==> src/hw/rtl/lfpd_pkg.sv <==
`timescale 1ns / 1ps
// ----------------------------------------------------------------------------
// lfpd_pkg: shared types and constants for the PD line follower
// Register addresses, result modes, configuration and state records.
// ----------------------------------------------------------------------------
package lfpd_pkg;

    localparam int unsigned TIME_W   = 32;
    localparam int unsigned SENSOR_W = 10;
    localparam int unsigned SPEED_W  = 8;
    localparam int unsigned IVAL_W   = 16;
    localparam int unsigned GAIN_W   = 8;
    localparam int unsigned ERR_W    = 11;
    localparam int unsigned ADDR_W   = 3;
    localparam int unsigned DATA_W   = 16;
    // Width of the PD sum; kp*e + kd*d stays within 21 signed bits.
    localparam int unsigned PD_W     = 22;

    // Speed drop applied to both motors at an intersection.
    localparam logic [SPEED_W-1:0] CROSS_SLOWDOWN = 8'd25;

    localparam logic [SENSOR_W-1:0] RST_SET_POINT       = 10'd512;
    localparam logic [SPEED_W-1:0]  RST_FULL_SPEED      = 8'd255;
    localparam logic [IVAL_W-1:0]   RST_UPDATE_INTERVAL = 16'd10;
    localparam logic [GAIN_W-1:0]   RST_KP_HALVES       = 8'd3;
    localparam logic [GAIN_W-1:0]   RST_KD_HALVES       = 8'd10;
    localparam logic [SENSOR_W-1:0] RST_LOST_THRESHOLD  = 10'd103;
    localparam logic [SENSOR_W-1:0] RST_CROSS_THRESHOLD = 10'd972;

    typedef enum logic [ADDR_W-1:0] {
        CFG_SET_POINT       = 3'd0,
        CFG_FULL_SPEED      = 3'd1,
        CFG_UPDATE_INTERVAL = 3'd2,
        CFG_KP_HALVES       = 3'd3,
        CFG_KD_HALVES       = 3'd4,
        CFG_LOST_THRESHOLD  = 3'd5,
        CFG_CROSS_THRESHOLD = 3'd6
    } t_cfg_addr;

    typedef enum logic [1:0] {
        MODE_NO_UPDATE = 2'd0,
        MODE_LOST      = 2'd1,
        MODE_CROSS     = 2'd2,
        MODE_TRACK     = 2'd3
    } t_mode;

    typedef struct packed {
        logic [SENSOR_W-1:0] set_point;
        logic [SPEED_W-1:0]  full_speed;
        logic [IVAL_W-1:0]   update_interval_ms;
        logic [GAIN_W-1:0]   kp_halves;
        logic [GAIN_W-1:0]   kd_halves;
        logic [SENSOR_W-1:0] lost_threshold;
        logic [SENSOR_W-1:0] cross_threshold;
    } t_cfg;

    typedef struct packed {
        logic [TIME_W-1:0]       last_update_time;
        logic signed [ERR_W-1:0] last_error;
        logic                    left_fwd;
        logic                    right_fwd;
        logic [SPEED_W-1:0]      left_speed;
        logic [SPEED_W-1:0]      right_speed;
    } t_state;

    typedef struct packed {
        logic               updated;
        t_mode              mode;
        logic               left_forward;
        logic               right_forward;
        logic [SPEED_W-1:0] left_speed;
        logic [SPEED_W-1:0] right_speed;
    } t_result;

endpackage

==> src/hw/rtl/lfpd_ifs.sv <==
`timescale 1ns / 1ps
// ----------------------------------------------------------------------------
// lfpd_ifs: handshake channels of the PD line follower
// Sensor sample channel, motor command channel and register write channel.
// ----------------------------------------------------------------------------
interface lfpd_in_if;
    logic        valid;
    logic        ready;
    logic [31:0] now_ms;
    logic [9:0]  sensor_value;

    modport source (output valid, output now_ms, output sensor_value, input ready);
    modport sink   (input valid, input now_ms, input sensor_value, output ready);
endinterface

interface lfpd_out_if;
    logic       valid;
    logic       ready;
    logic       updated;
    logic [1:0] mode;
    logic       left_forward;
    logic       right_forward;
    logic [7:0] left_speed;
    logic [7:0] right_speed;

    modport source (output valid, output updated, output mode, output left_forward,
                    output right_forward, output left_speed, output right_speed,
                    input ready);
    modport sink   (input valid, input updated, input mode, input left_forward,
                    input right_forward, input left_speed, input right_speed,
                    output ready);
endinterface

interface lfpd_cfg_if;
    logic        valid;
    logic        ready;
    logic [2:0]  addr;
    logic [15:0] data;

    modport source (output valid, output addr, output data, input ready);
    modport sink   (input valid, input addr, input data, output ready);
endinterface

==> src/hw/rtl/lfpd_cfg_regs.sv <==
`timescale 1ns / 1ps
// ----------------------------------------------------------------------------
// lfpd_cfg_regs: configuration register file
// Holds the seven control registers; writes are always accepted.
// ----------------------------------------------------------------------------
module lfpd_cfg_regs
    import lfpd_pkg::*;
(
    input  logic                  i_clk,
    input  logic                  i_rst_n,
    input  logic                  i_wr_en,
    input  logic [ADDR_W-1:0]     i_wr_addr,
    input  logic [DATA_W-1:0]     i_wr_data,
    output t_cfg                  o_cfg
);

    t_cfg r_cfg;

    always_ff @(posedge i_clk) begin
        if (!i_rst_n) begin
            r_cfg.set_point          <= RST_SET_POINT;
            r_cfg.full_speed         <= RST_FULL_SPEED;
            r_cfg.update_interval_ms <= RST_UPDATE_INTERVAL;
            r_cfg.kp_halves          <= RST_KP_HALVES;
            r_cfg.kd_halves          <= RST_KD_HALVES;
            r_cfg.lost_threshold     <= RST_LOST_THRESHOLD;
            r_cfg.cross_threshold    <= RST_CROSS_THRESHOLD;
        end else if (i_wr_en) begin
            case (t_cfg_addr'(i_wr_addr))
                CFG_SET_POINT:       r_cfg.set_point          <= i_wr_data[SENSOR_W-1:0];
                CFG_FULL_SPEED:      r_cfg.full_speed         <= i_wr_data[SPEED_W-1:0];
                CFG_UPDATE_INTERVAL: r_cfg.update_interval_ms <= i_wr_data[IVAL_W-1:0];
                CFG_KP_HALVES:       r_cfg.kp_halves          <= i_wr_data[GAIN_W-1:0];
                CFG_KD_HALVES:       r_cfg.kd_halves          <= i_wr_data[GAIN_W-1:0];
                CFG_LOST_THRESHOLD:  r_cfg.lost_threshold     <= i_wr_data[SENSOR_W-1:0];
                CFG_CROSS_THRESHOLD: r_cfg.cross_threshold    <= i_wr_data[SENSOR_W-1:0];
                default: begin
                    // Addresses past the register list are ignored.
                end
            endcase
        end
    end

    assign o_cfg = r_cfg;

endmodule

==> src/hw/rtl/lfpd_law.sv <==
`timescale 1ns / 1ps
// ----------------------------------------------------------------------------
// lfpd_law: PD steering law
// Decides whether a sample triggers an update, classifies it and mixes the
// PD correction into motor directions and speeds.
// ----------------------------------------------------------------------------
module lfpd_law
    import lfpd_pkg::*;
(
    input  t_cfg                i_cfg,
    input  t_state              i_state,
    input  logic [TIME_W-1:0]   i_now_ms,
    input  logic [SENSOR_W-1:0] i_sensor,
    output t_state              o_state,
    output t_result             o_result
);

    logic [TIME_W-1:0]       elapsed;
    logic                    do_update;
    logic signed [ERR_W-1:0] err;
    logic signed [ERR_W:0]   deriv;
    logic signed [PD_W-1:0]  kp_x;
    logic signed [PD_W-1:0]  kd_x;
    logic signed [PD_W-1:0]  pd;
    logic signed [PD_W-1:0]  m1;
    logic signed [PD_W-1:0]  m2;
    logic signed [PD_W-1:0]  m4;
    logic signed [PD_W-1:0]  over_pos;
    logic signed [PD_W-1:0]  over_neg;
    logic signed [PD_W-1:0]  mid_pos;
    logic signed [PD_W-1:0]  mid_neg;
    logic [SPEED_W-1:0]      cross_speed;
    t_state                  nxt;

    always_comb begin
        elapsed   = i_now_ms - i_state.last_update_time;
        do_update = elapsed > {{(TIME_W-IVAL_W){1'b0}}, i_cfg.update_interval_ms};

        err   = signed'({1'b0, i_sensor}) - signed'({1'b0, i_cfg.set_point});
        deriv = ERR_W'(0) + ({err[ERR_W-1], err} - {i_state.last_error[ERR_W-1],
                                                    i_state.last_error});
        kp_x  = signed'({{(PD_W-GAIN_W){1'b0}}, i_cfg.kp_halves});
        kd_x  = signed'({{(PD_W-GAIN_W){1'b0}}, i_cfg.kd_halves});
        pd    = kp_x * PD_W'(err) + kd_x * PD_W'(deriv);

        m1 = signed'({{(PD_W-SPEED_W){1'b0}}, i_cfg.full_speed});
        m2 = m1 <<< 1;
        m4 = m1 <<< 2;

        // All four differences are nonnegative where they are used, so the
        // right shift by one is truncation toward zero.
        over_pos = pd - m2;
        over_neg = -pd - m2;
        mid_pos  = m2 - pd;
        mid_neg  = m2 + pd;

        cross_speed = (i_cfg.full_speed > CROSS_SLOWDOWN) ?
                      (i_cfg.full_speed - CROSS_SLOWDOWN) : '0;

        nxt = i_state;
        o_result.updated = 1'b0;
        o_result.mode    = MODE_NO_UPDATE;

        if (do_update) begin
            o_result.updated     = 1'b1;
            nxt.last_update_time = i_now_ms;
            if (i_sensor < i_cfg.lost_threshold) begin
                o_result.mode   = MODE_LOST;
                nxt.left_speed  = '0;
                nxt.right_speed = '0;
            end else if (i_sensor > i_cfg.cross_threshold) begin
                o_result.mode   = MODE_CROSS;
                nxt.left_speed  = cross_speed;
                nxt.right_speed = cross_speed;
            end else begin
                o_result.mode  = MODE_TRACK;
                nxt.last_error = err;
                if (pd > m2) begin
                    nxt.left_fwd    = 1'b1;
                    nxt.right_fwd   = 1'b0;
                    nxt.left_speed  = i_cfg.full_speed;
                    nxt.right_speed = (pd < m4) ? over_pos[SPEED_W:1] : i_cfg.full_speed;
                end else if (pd < -m2) begin
                    nxt.left_fwd    = 1'b0;
                    nxt.right_fwd   = 1'b1;
                    nxt.right_speed = i_cfg.full_speed;
                    nxt.left_speed  = (pd > -m4) ? over_neg[SPEED_W:1] : i_cfg.full_speed;
                end else begin
                    nxt.left_fwd  = 1'b1;
                    nxt.right_fwd = 1'b1;
                    if (pd > 0) begin
                        nxt.left_speed  = i_cfg.full_speed;
                        nxt.right_speed = mid_pos[SPEED_W:1];
                    end else begin
                        nxt.left_speed  = mid_neg[SPEED_W:1];
                        nxt.right_speed = i_cfg.full_speed;
                    end
                end
            end
        end

        o_result.left_forward  = nxt.left_fwd;
        o_result.right_forward = nxt.right_fwd;
        o_result.left_speed    = nxt.left_speed;
        o_result.right_speed   = nxt.right_speed;
        o_state                = nxt;
    end

endmodule

==> src/hw/rtl/line_follow_pd_steering_top.sv <==
`timescale 1ns / 1ps
// ----------------------------------------------------------------------------
// line_follow_pd_steering_top: PD line follower for a differential drive
// Takes timestamped line sensor samples and returns one motor command
// transaction per sample.
// ----------------------------------------------------------------------------
//
//   Channel   Port    Dir  Transaction carries
//   -------   -----   ---  --------------------------------------------------
//   sample    i_in    in   now_ms, sensor_value
//   command   o_out   out  updated, mode, left/right_forward, left/right_speed
//   config    i_cfg   in   addr (register number 0..6), data (low bits used)
//
// Each sample is captured in an input register; the steering law then runs
// on it in one pass and the command lands in the output register together
// with the updated controller state. A new sample can be taken every cycle
// while the command sink is ready. The controller state is committed at the
// same edge the command is registered, so a sample that follows directly sees
// the state left by its predecessor. When the command sink stalls, the output
// register holds and the input register fills; i_in.ready drops only when both
// are occupied. Synchronous active-low reset restores register defaults,
// clears the timing and error state, sets both motors forward at speed zero
// and empties both registers. Config writes are always accepted.
//
module line_follow_pd_steering_top
    import lfpd_pkg::*;
(
    input  logic         i_clk,
    input  logic         i_rst_n,
    lfpd_in_if.sink      i_in,
    lfpd_out_if.source   o_out,
    lfpd_cfg_if.sink     i_cfg
);

    t_cfg                cfg;
    t_state              r_state;
    t_state              n_state;
    t_result             n_result;
    t_result             r_result;

    logic                r_in_valid;
    logic [TIME_W-1:0]   r_now_ms;
    logic [SENSOR_W-1:0] r_sensor;
    logic                r_out_valid;
    logic                advance;
    logic                in_take;

    // Register file; the write port never stalls.
    assign i_cfg.ready = 1'b1;

    lfpd_cfg_regs u_cfg_regs (
        .i_clk     (i_clk),
        .i_rst_n   (i_rst_n),
        .i_wr_en   (i_cfg.valid),
        .i_wr_addr (i_cfg.addr),
        .i_wr_data (i_cfg.data),
        .o_cfg     (cfg)
    );

    // The captured sample moves on when the output register is free or is
    // being emptied in this cycle.
    assign advance     = r_in_valid && (!r_out_valid || o_out.ready);
    assign i_in.ready  = !r_in_valid || advance;
    assign in_take     = i_in.valid && i_in.ready;

    always_ff @(posedge i_clk) begin
        if (!i_rst_n) begin
            r_in_valid <= 1'b0;
        end else if (in_take) begin
            r_in_valid <= 1'b1;
        end else if (advance) begin
            r_in_valid <= 1'b0;
        end
    end

    always_ff @(posedge i_clk) begin
        if (in_take) begin
            r_now_ms <= i_in.now_ms;
            r_sensor <= i_in.sensor_value;
        end
    end

    lfpd_law u_law (
        .i_cfg    (cfg),
        .i_state  (r_state),
        .i_now_ms (r_now_ms),
        .i_sensor (r_sensor),
        .o_state  (n_state),
        .o_result (n_result)
    );

    // Controller state only changes when a sample is turned into a command.
    always_ff @(posedge i_clk) begin
        if (!i_rst_n) begin
            r_state.last_update_time <= '0;
            r_state.last_error       <= '0;
            r_state.left_fwd         <= 1'b1;
            r_state.right_fwd        <= 1'b1;
            r_state.left_speed       <= '0;
            r_state.right_speed      <= '0;
        end else if (advance) begin
            r_state <= n_state;
        end
    end

    always_ff @(posedge i_clk) begin
        if (!i_rst_n) begin
            r_out_valid <= 1'b0;
        end else if (advance) begin
            r_out_valid <= 1'b1;
        end else if (o_out.ready) begin
            r_out_valid <= 1'b0;
        end
    end

    always_ff @(posedge i_clk) begin
        if (advance) begin
            r_result <= n_result;
        end
    end

    assign o_out.valid         = r_out_valid;
    assign o_out.updated       = r_result.updated;
    assign o_out.mode          = r_result.mode;
    assign o_out.left_forward  = r_result.left_forward;
    assign o_out.right_forward = r_result.right_forward;
    assign o_out.left_speed    = r_result.left_speed;
    assign o_out.right_speed   = r_result.right_speed;

endmodule

==> src/flat_wrapper.sv <==
// flat-port wrapper written by rule: the top's interface ports become plain ports
module line_follow_pd_steering_top_flat import lfpd_pkg::*;
  (i_clk, i_rst_n, i_in_valid, i_in_now_ms, i_in_sensor_value, i_in_ready, o_out_valid, o_out_updated, o_out_mode, o_out_left_forward, o_out_right_forward, o_out_left_speed, o_out_right_speed, o_out_ready, i_cfg_valid, i_cfg_addr, i_cfg_data, i_cfg_ready);
  lfpd_in_if i_in_i ();
  lfpd_out_if o_out_i ();
  lfpd_cfg_if i_cfg_i ();
  input  logic i_clk;
  input  logic i_rst_n;
  input wire logic [$bits(i_in_i.valid)-1:0] i_in_valid;
  input wire logic [$bits(i_in_i.now_ms)-1:0] i_in_now_ms;
  input wire logic [$bits(i_in_i.sensor_value)-1:0] i_in_sensor_value;
  output wire logic [$bits(i_in_i.ready)-1:0] i_in_ready;
  output wire logic [$bits(o_out_i.valid)-1:0] o_out_valid;
  output wire logic [$bits(o_out_i.updated)-1:0] o_out_updated;
  output wire logic [$bits(o_out_i.mode)-1:0] o_out_mode;
  output wire logic [$bits(o_out_i.left_forward)-1:0] o_out_left_forward;
  output wire logic [$bits(o_out_i.right_forward)-1:0] o_out_right_forward;
  output wire logic [$bits(o_out_i.left_speed)-1:0] o_out_left_speed;
  output wire logic [$bits(o_out_i.right_speed)-1:0] o_out_right_speed;
  input wire logic [$bits(o_out_i.ready)-1:0] o_out_ready;
  input wire logic [$bits(i_cfg_i.valid)-1:0] i_cfg_valid;
  input wire logic [$bits(i_cfg_i.addr)-1:0] i_cfg_addr;
  input wire logic [$bits(i_cfg_i.data)-1:0] i_cfg_data;
  output wire logic [$bits(i_cfg_i.ready)-1:0] i_cfg_ready;
  assign i_in_i.valid = i_in_valid;
  assign i_in_i.now_ms = i_in_now_ms;
  assign i_in_i.sensor_value = i_in_sensor_value;
  assign i_in_ready = i_in_i.ready;
  assign o_out_valid = o_out_i.valid;
  assign o_out_updated = o_out_i.updated;
  assign o_out_mode = o_out_i.mode;
  assign o_out_left_forward = o_out_i.left_forward;
  assign o_out_right_forward = o_out_i.right_forward;
  assign o_out_left_speed = o_out_i.left_speed;
  assign o_out_right_speed = o_out_i.right_speed;
  assign o_out_i.ready = o_out_ready;
  assign i_cfg_i.valid = i_cfg_valid;
  assign i_cfg_i.addr = i_cfg_addr;
  assign i_cfg_i.data = i_cfg_data;
  assign i_cfg_ready = i_cfg_i.ready;
  line_follow_pd_steering_top u_core (.i_clk(i_clk), .i_rst_n(i_rst_n), .i_in(i_in_i), .o_out(o_out_i), .i_cfg(i_cfg_i));
endmodule
==> config.mk <==
export PLATFORM = sky130hd
export DESIGN_NAME = line_follow_pd_steering_top_flat
export DESIGN_NICKNAME = d
export VERILOG_FILES = /design/src/hw/rtl/lfpd_pkg.sv /design/src/hw/rtl/lfpd_ifs.sv /design/src/hw/rtl/lfpd_cfg_regs.sv /design/src/hw/rtl/lfpd_law.sv /design/src/hw/rtl/line_follow_pd_steering_top.sv /design/src/flat_wrapper.sv
export SDC_FILE = /design/constraint.sdc
export NUM_CORES = 1
export LEC_CHECK = 0
export BUFFER_PORTS_ARGS = -buffer_cell sky130_fd_sc_hd__clkbuf_2
export CORE_MARGIN = 3
export CORE_UTILIZATION = 59
export CTS_BUF_LIST = sky130_fd_sc_hd__clkbuf_2 sky130_fd_sc_hd__clkbuf_4 sky130_fd_sc_hd__clkbuf_8
export DETAILED_ROUTE_END_ITERATION = 16
export HOLD_SLACK_MARGIN = 0.12
export PLACE_DENSITY = 0.92
export SLEW_MARGIN = 40
export SYNTH_ARGS = -nofsm -noshare
export SYNTH_HDL_FRONTEND = slang
export SYNTH_SLANG_ARGS = --single-unit
==> constraint.sdc <==
create_clock -name i_clk -period 11.8 [get_ports i_clk]
set_clock_uncertainty 0.05 [all_clocks]
set_input_delay 0.59 -clock i_clk [delete_from_list [all_inputs] [get_ports i_clk]]
set_output_delay 0.59 -clock i_clk [all_outputs]
set_load 0.01 [all_outputs]
==> results.md, run 1 <==
- The worst-case setup slack after placement is -177 ps.
- Entering global routing, the biggest net connects 80 pins.
- The prevailing post-synth register cell is sky130_fd_sc_hd__dfxtp_1.
- A synthesized cell averages 8.45 µm².
- The root buffer selected by CTS is sky130_fd_sc_hd__clkbuf_8.
- The area overhead of the layout relative to synthesis is 8.09%.
- The die span in x is 199 µm.
- The first detailed-routing pass took 6 iterations.
- STA classifies the critical path endpoint as a flip-flop.
- The summed negative setup slack over all endpoints is 0 ps.
- Measured along the y axis, the die boundary spans 199 µm.
- The number of enable flip-flop cells after synthesis is 63.
- The met3 capacity usage during global routing is 5.32%.
- 0 antenna diodes ended up in the layout.
- The path category of the worst min-delay check is input pin to flip-flop.
- Buffers inserted during clock tree synthesis total 17.
- The number of nets in the synthesized netlist is 3108.
- The core region is 36600 µm².
- The commonest cells after synthesis are sky130_fd_sc_hd__inv_1 (405), sky130_fd_sc_hd__nand2_1 (298), sky130_fd_sc_hd__ha_1 (250).
- The clock reaches the later pin of the worst-skew pair after 510 ps.
- CTS saw 196 sinks.
- The actual transition at the worst max-transition pin is 830 ps.
- In the synthesized netlist the async set-or-reset flop fraction comes to 0%.
- The H-tree was split into 4 levels.
- The number of nets with antenna violations after detailed routing is 0.
- The number of antenna violations at the first check in global routing is 0.
- The final-stage net count is 3175.
- Headroom to the max-slew limit came out at 44.7%.
- Once the floorplan was initialized, standard cells occupied 60.0% of the core.
- Setup slack closes at 134 ps.
- The maximum clock insertion buffer count is 2.
- The floorplan has 70 rows.
- The gate count after technology mapping is 2599.
- Across all layers, the routed design uses 19400 vias.
- The number of flip-flops and latches in the synthesized netlist is 196.
- The worst setup path is launched from a flip-flop.
- The critical path is of the flip-flop to flip-flop type.
- The total congestion overflow after global routing is 0.
- The clock period minus final worst setup slack is 11670 ps.
- The number of global-route vias before repair is 19600.
- The final routed wire length divided by cell count is 19.4 µm.
- In this design, the stage delay of the slowest critical-path cell is 610 ps.
- TritonCTS built the clock tree.
- The die covers 39600 µm².
- The layout cell share with drive strength beyond 1 is 9.71%.
- The synthesis warning total is 0.
- Counting the fill cells in the layout gives 2834.
- After global routing, the most crowded layer is met2.
- The dominant cell by count in the synthesized netlist is sky130_fd_sc_hd__inv_1.
- The data required time at the worst endpoint is 12110 ps.
- The first global-routing pass estimated 98200 µm of wire.
- 90 I/O pins were placed.
- The worst path uses 98.9% of the clock period.
- The global-route met2 utilization is 51.9%.
- The run finished with clean final reports.
- The number of max-slew violations in the final report is 0.
- The global-route total usage across every layer is 30.7%.
- The number of vias per cell after detailed routing is 6.18.
- Yosys attributes the largest share of cell area to sky130_fd_sc_hd__fa_1 (18%), sky130_fd_sc_hd__ha_1 (14%), sky130_fd_sc_hd__dfxtp_1 (12%), sky130_fd_sc_hd__edfxtp_1 (8.6%), sky130_fd_sc_hd__inv_1 (6.9%).
- The final hold violation count was 0.
- The routed wire length is 61100 µm.
- The fraction of post-synthesis cell area in the top cell type by area is 17.6%.
- The initial DRC count is 1603.
- On the critical path, the stage with the largest delay is an instance of sky130_fd_sc_hd__fa_2.
- The tool flagged a number of max-cap violations equal to 0.
- Along the worst path, the maximum fanout reaches 8.
- The total area of sequential cells is 4550 µm².
- Routability-driven placement finished with a final weighted congestion of 0.988.
- The top achievable clock speed is 85.7 MHz.
- Global routing consumed, on the met1 layer, 39.6% of the routing resources.
- Port buffering added 88 buffers.
- The multi-input combinational cell area is 15800 µm².
- After synthesis, the netlist uses 96 different library cells.
- After detailed routing, the number of remaining DRC violations is 0.
- For this run, the register share of the synthesized area comes to 20.7%.
- Clock-pin slew was measured on the worst setup and hold paths at 120 ps.
- The library cell occupying the most area in the post-synthesis netlist is sky130_fd_sc_hd__fa_1.
- The worst endpoint data arrival time is 11970 ps.
- The area of the mapped netlist is 22000 µm².
- The total setup violations reported at the end of the flow is 0.
- Once detailed placement completed, the half-perimeter wirelength came to 48100 µm.
state kept, by name (all words and copies together), names as in the netlist:
name	flops
u_core.o_out.mode	2
u_core.o_out.right_speed	8
u_core.o_out.right_forward	1
u_core.r_now_ms	32
u_core.o_out.left_forward	1
u_core.r_in_valid	1
u_core.o_out.left_speed	8
u_core.r_sensor	10
u_core.r_state	61
u_core.u_cfg_regs.o_cfg	70
u_core.o_out.updated	1
u_core.o_out.valid	1
worst paths after layout:
check	cells after the start	end	startpoint	slack, ps
worst max-delay path	46	u_core.o_out.left_speed[0]	u_core.r_sensor[1]	130
worst min-delay path	1	u_core.r_now_ms[5]	i_in_now_ms[5]	200
worst max register to register	46	u_core.o_out.left_speed[0]	u_core.r_sensor[1]	130
worst min register to register	2	u_core.u_cfg_regs.o_cfg[13]	u_core.u_cfg_regs.o_cfg[13]	420
cells in the final DEF (no fill, tap or decap), types with 63 or more instances in the layout:
cell and instances:
sky130_fd_sc_hd__dfxtp_1 133, sky130_fd_sc_hd__a21oi_1 190, sky130_fd_sc_hd__o21ai_0 91, sky130_fd_sc_hd__fa_1 191, sky130_fd_sc_hd__and2_1 69, sky130_fd_sc_hd__nand3_1 92, sky130_fd_sc_hd__nand2_1 298, sky130_fd_sc_hd__inv_1 402
sky130_fd_sc_hd__nor2_1 102, sky130_fd_sc_hd__ha_1 244, sky130_fd_sc_hd__edfxtp_1 63, sky130_fd_sc_hd__clkbuf_2 88
layer usage:
metal	vias to the layer above	routed length, µm
met4	0	2320
met2	940	29200
met3	190	5120
met1	9357	24400
met5	-	0
li1	8952	-
final cells by class:
type | count | area share [%]
inverters | 411 | 6.50
clock buffers | 17 | 0.986
flip-flops and latches | 196 | 19.2
well taps | 468 | 2.47
multi-input cells | 1899 | 66.4
clock inverters | 15 | 0.891
repair buffers | 141 | 3.54
per-stage QoR:
stage	cell area (µm²)	std cells	utilization (%)	hold slack, ps
global placement	22900	3098	62.5	392
finish	23700	3147	64.8	197
detailed placement	22900	3099	62.6	400
global route	23700	3147	64.8	188
CTS	23400	3132	63.9	175
floorplan	22000	2599	-	382
cell families after synthesis:
| group | synth area share [%] |
|---|---|
| fa+ha+maj | 31.8 |
| buf+inv | 8.82 |
| simple gates | 17.0 |
| other cells | 0.0171 |
| xor+xnor | 3.07 |
| compound gates | 17.7 |
| flops | 20.7 |
| mux | 0.724 |
critical path, delay by kind of cell (launching register included):
kind / cells / cell delay [ps]
fa+ha+maj: 10 / 4510
buf+inv: 8 / 980
flops: 1 / 460
compound gates: 16 / 3150
mux: 1 / 300
simple gates: 11 / 2050
timing repair:
action | in CTS | in global routing
pin swaps | 1 | 26
hold buffers | 0 | 0
gates resized for setup | 4 | 66
setup endpoints to repair | 10 | 34
buffers inserted | 1 | 15
Power of run 1 is not shown: default switching activity piles up to over one toggle a cycle in this logic, so the estimate is an artifact.
==> inputs of run 2 (changes only) <==
Settings changed: PLACE_DENSITY 0.92 to 0.8, REMOVE_ABC_BUFFERS set to 1.
==> run 2 against run 1 <==
Net effect:
- setup slack gained 350 ps
- critical endpoint is now u_core.o_out.left_speed[3]
- register-to-register slack gained 350 ps
- cell count up 0.25%
- non-clock buffer count up 8
==> results.md, run 2 (synthesis gave the netlist of run 1 again) <==
- Highest-count cells in the layout ignoring fill and taps: sky130_fd_sc_hd__inv_1 (404), sky130_fd_sc_hd__nand2_1 (298), sky130_fd_sc_hd__ha_1 (247), sky130_fd_sc_hd__fa_1 (191), sky130_fd_sc_hd__a21oi_1 (190) (was sky130_fd_sc_hd__inv_1 (402), sky130_fd_sc_hd__nand2_1 (298), sky130_fd_sc_hd__ha_1 (244), sky130_fd_sc_hd__fa_1 (191), sky130_fd_sc_hd__a21oi_1 (190)).
- The antenna diode instance count is 0 (unchanged).
- The die span in x is 199 µm (unchanged).
- The global-route wire length before repair came to 98100 µm (was 98200 µm).
- The total setup violations reported at the end of the flow was 0 (unchanged).
- The initial cell density of the core is 60.0% (unchanged).
- The maximum number of pins on one net before global-route repair is 90 (was 80).
- The clock network latency to the later pin of the worst-skew pair is 500 ps (was 510 ps).
- The non-filler instance count after layout is 3155 (was 3147).
- The worst-case setup slack after placement came to -84.9 ps (was -177 ps).
- The kind of launch point of the worst setup path is a flip-flop (unchanged).
- The global-route met2 utilization is 51.9% (about the same).
- The clock period minus final worst setup slack came to 11320 ps (was 11670 ps).
- The largest stage delay on the critical path is 590 ps (was 610 ps).
- The critical path buffer and inverter count is 10 (was 8).
- The final-stage net count is 3183 (was 3175).
- The root buffer selected by CTS is sky130_fd_sc_hd__clkbuf_8 (unchanged).
- The final routed wire length divided by cell count is 19.2 µm (was 19.4 µm).
- The global-route total usage across every layer is 31.1% (was 30.7%).
- The number of top-level pins came to 90 (unchanged).
- The most used routing layer is met2 (unchanged).
- The number of nets with antenna violations after detailed routing is 0 (unchanged).
- The utilization of the core after routing was 64.6% (was 64.8%).
- The number of antenna violations at the first check in global routing came to 0 (unchanged).
- The cell count after placement is 3113 (was 3099).
- The top achievable clock speed was 88.4 MHz (was 85.7 MHz).
- The routed wire length was 60700 µm (was 61100 µm).
- The area overhead of the layout relative to synthesis is 7.65% (was 8.09%).
- The global routing met1 resource utilization is 42.6% (was 39.6%).
- The count of vias placed by the detailed router was 18900 (was 19400).
- The number of vias per cell after detailed routing is 6.00 (was 6.18).
- The number of sinks driven by the clock tree is 196 (unchanged).
- The iteration count of the initial detailed-routing pass came to 8 (was 6).
- The max capacitance violation total was 0 (unchanged).
- Status: complete, no violations (unchanged).
- The type of the worst setup path is flip-flop to flip-flop (unchanged).
- The total CTS buffers was 17 (unchanged).
- The area enclosed by the die boundary came to 39600 µm² (unchanged).
- The floorplan row count is 70 (unchanged).
- The slowest stage cell on the critical path is sky130_fd_sc_hd__fa_1 (was sky130_fd_sc_hd__fa_2).
- The maximum clock insertion buffer count is 2 (unchanged).
- The relative max-transition margin came to 48.2% (was 44.7%).
- The post-layout worst setup margin was 484 ps (was 134 ps).
- The number of global-route vias before repair is 18800 (was 19600).
- The commonest non-fill, non-tap cell in the layout was sky130_fd_sc_hd__inv_1 (unchanged).
- The fill cell total of the finished layout is 3117 (was 2834).
- The final cycle utilization of the critical path is 95.9% (was 98.9%).
- The total congestion overflow after global routing was 0 (unchanged).
- The final hold violation count was 0 (unchanged).
- The die outline height is 199 µm (unchanged).
- The gate family responsible for the most delay along the worst path is adder cells (unchanged).
- The final weighted congestion in routability-driven placement is 0.960 (was 0.988).
- The number of max-slew violations in the final report is 0 (unchanged).
- The endpoint kind of the worst setup timing path is a flip-flop (unchanged).
- The critical path's most frequent cell is sky130_fd_sc_hd__fa_1.
- The layout cell share with drive strength beyond 1 is 9.49% (was 9.71%).
- The maximum level of the CTS H-tree came to 4 (unchanged).
- The initial DRC count is 1487 (was 1603).
- The CTS clock-pin slew for the worst setup and hold paths is 100 ps (was 120 ps).
- The critical-path maximum fanout was 11 (was 8).
- The count of unresolved DRC violations after routing was 0 (unchanged).
- The data required time at the worst endpoint is 11990 ps (was 12110 ps).
- The floorplan core area is 36600 µm² (unchanged).
- The met3 capacity usage during global routing came to 4.49% (was 5.32%).
- The count of input and output buffers is 88 (unchanged).
- The estimated wirelength of the detail-placed design is 48800 µm (was 48100 µm).
- The number of flip-flops in the largest register was 70 (unchanged).
- The worst endpoint data arrival time is 11510 ps (was 11970 ps).
- The clock tree from TritonCTS is yes (unchanged).
- The actual transition at the worst max-transition pin is 772 ps (was 830 ps).
- The path category of the worst min-delay check is input pin to flip-flop (unchanged).
## run 2: path summary, 6_finish.rpt
kind,slack (ps),cells past startpoint,start,to
max reg2reg,480,47,u_core.r_sensor[0],u_core.o_out.left_speed[3]
min,210,1,i_in_now_ms[12],u_core.r_now_ms[12]
max,480,47,u_core.r_sensor[0],u_core.o_out.left_speed[3]
min reg2reg,410,2,u_core.u_cfg_regs.o_cfg[64],u_core.u_cfg_regs.o_cfg[64]
## run 2: per-layer routing
metal	wire length [µm]	vias to the layer above
li1	-	8953
met1	26400	9177
met2	28900	718
met3	4060	96
met4	1350	0
met5	0	-
## run 2: worst reg2reg max path: cells and delay by family (launching register included)
family	cells	cell delay (ps)
AND/OR/NAND/NOR	8	1170
buffers and inverters	10	1080
multiplexers	2	600
AO/OA/AOI/OAI	16	2930
adder cells (fa/ha/maj)	11	4840
flip-flops	1	410
## run 2: layout make-up
| type | count | area (µm²) | share of cell area [%] |
|---|---|---|---|
| Timing Repair Buffer | 149 | 905 | 3.83 |
| Inverter | 411 | 1540 | 6.53 |
| Clock buffer | 19 | 255 | 1.08 |
| Clock inverter | 13 | 139 | 0.587 |
| Sequential cell | 196 | 4550 | 19.3 |
| Multi-Input combinational cell | 1899 | 15700 | 66.2 |
| Tap cell | 468 | 586 | 2.48 |
## run 2: through the flow
stage / hold WS (ps) / cell area (µm²) / setup TNS (ps)
6_report: 213 / 23600 / 0
5_1_grt: 191 / 23600 / -396
4_1_cts: 185 / 23400 / 0
3_5_place_dp: 397 / 23000 / -189
3_3_place_gp: 392 / 23000 / 0
2_1_floorplan: 382 / 21600 / 0
## run 2: timing repair
action	4_1_cts	5_1_grt
gates resized for setup	4	47
pin swaps	0	17
buffers inserted	0	10
hold buffers	0	0
setup endpoints to repair	7	32
Power of run 2 is left out for the same reason.
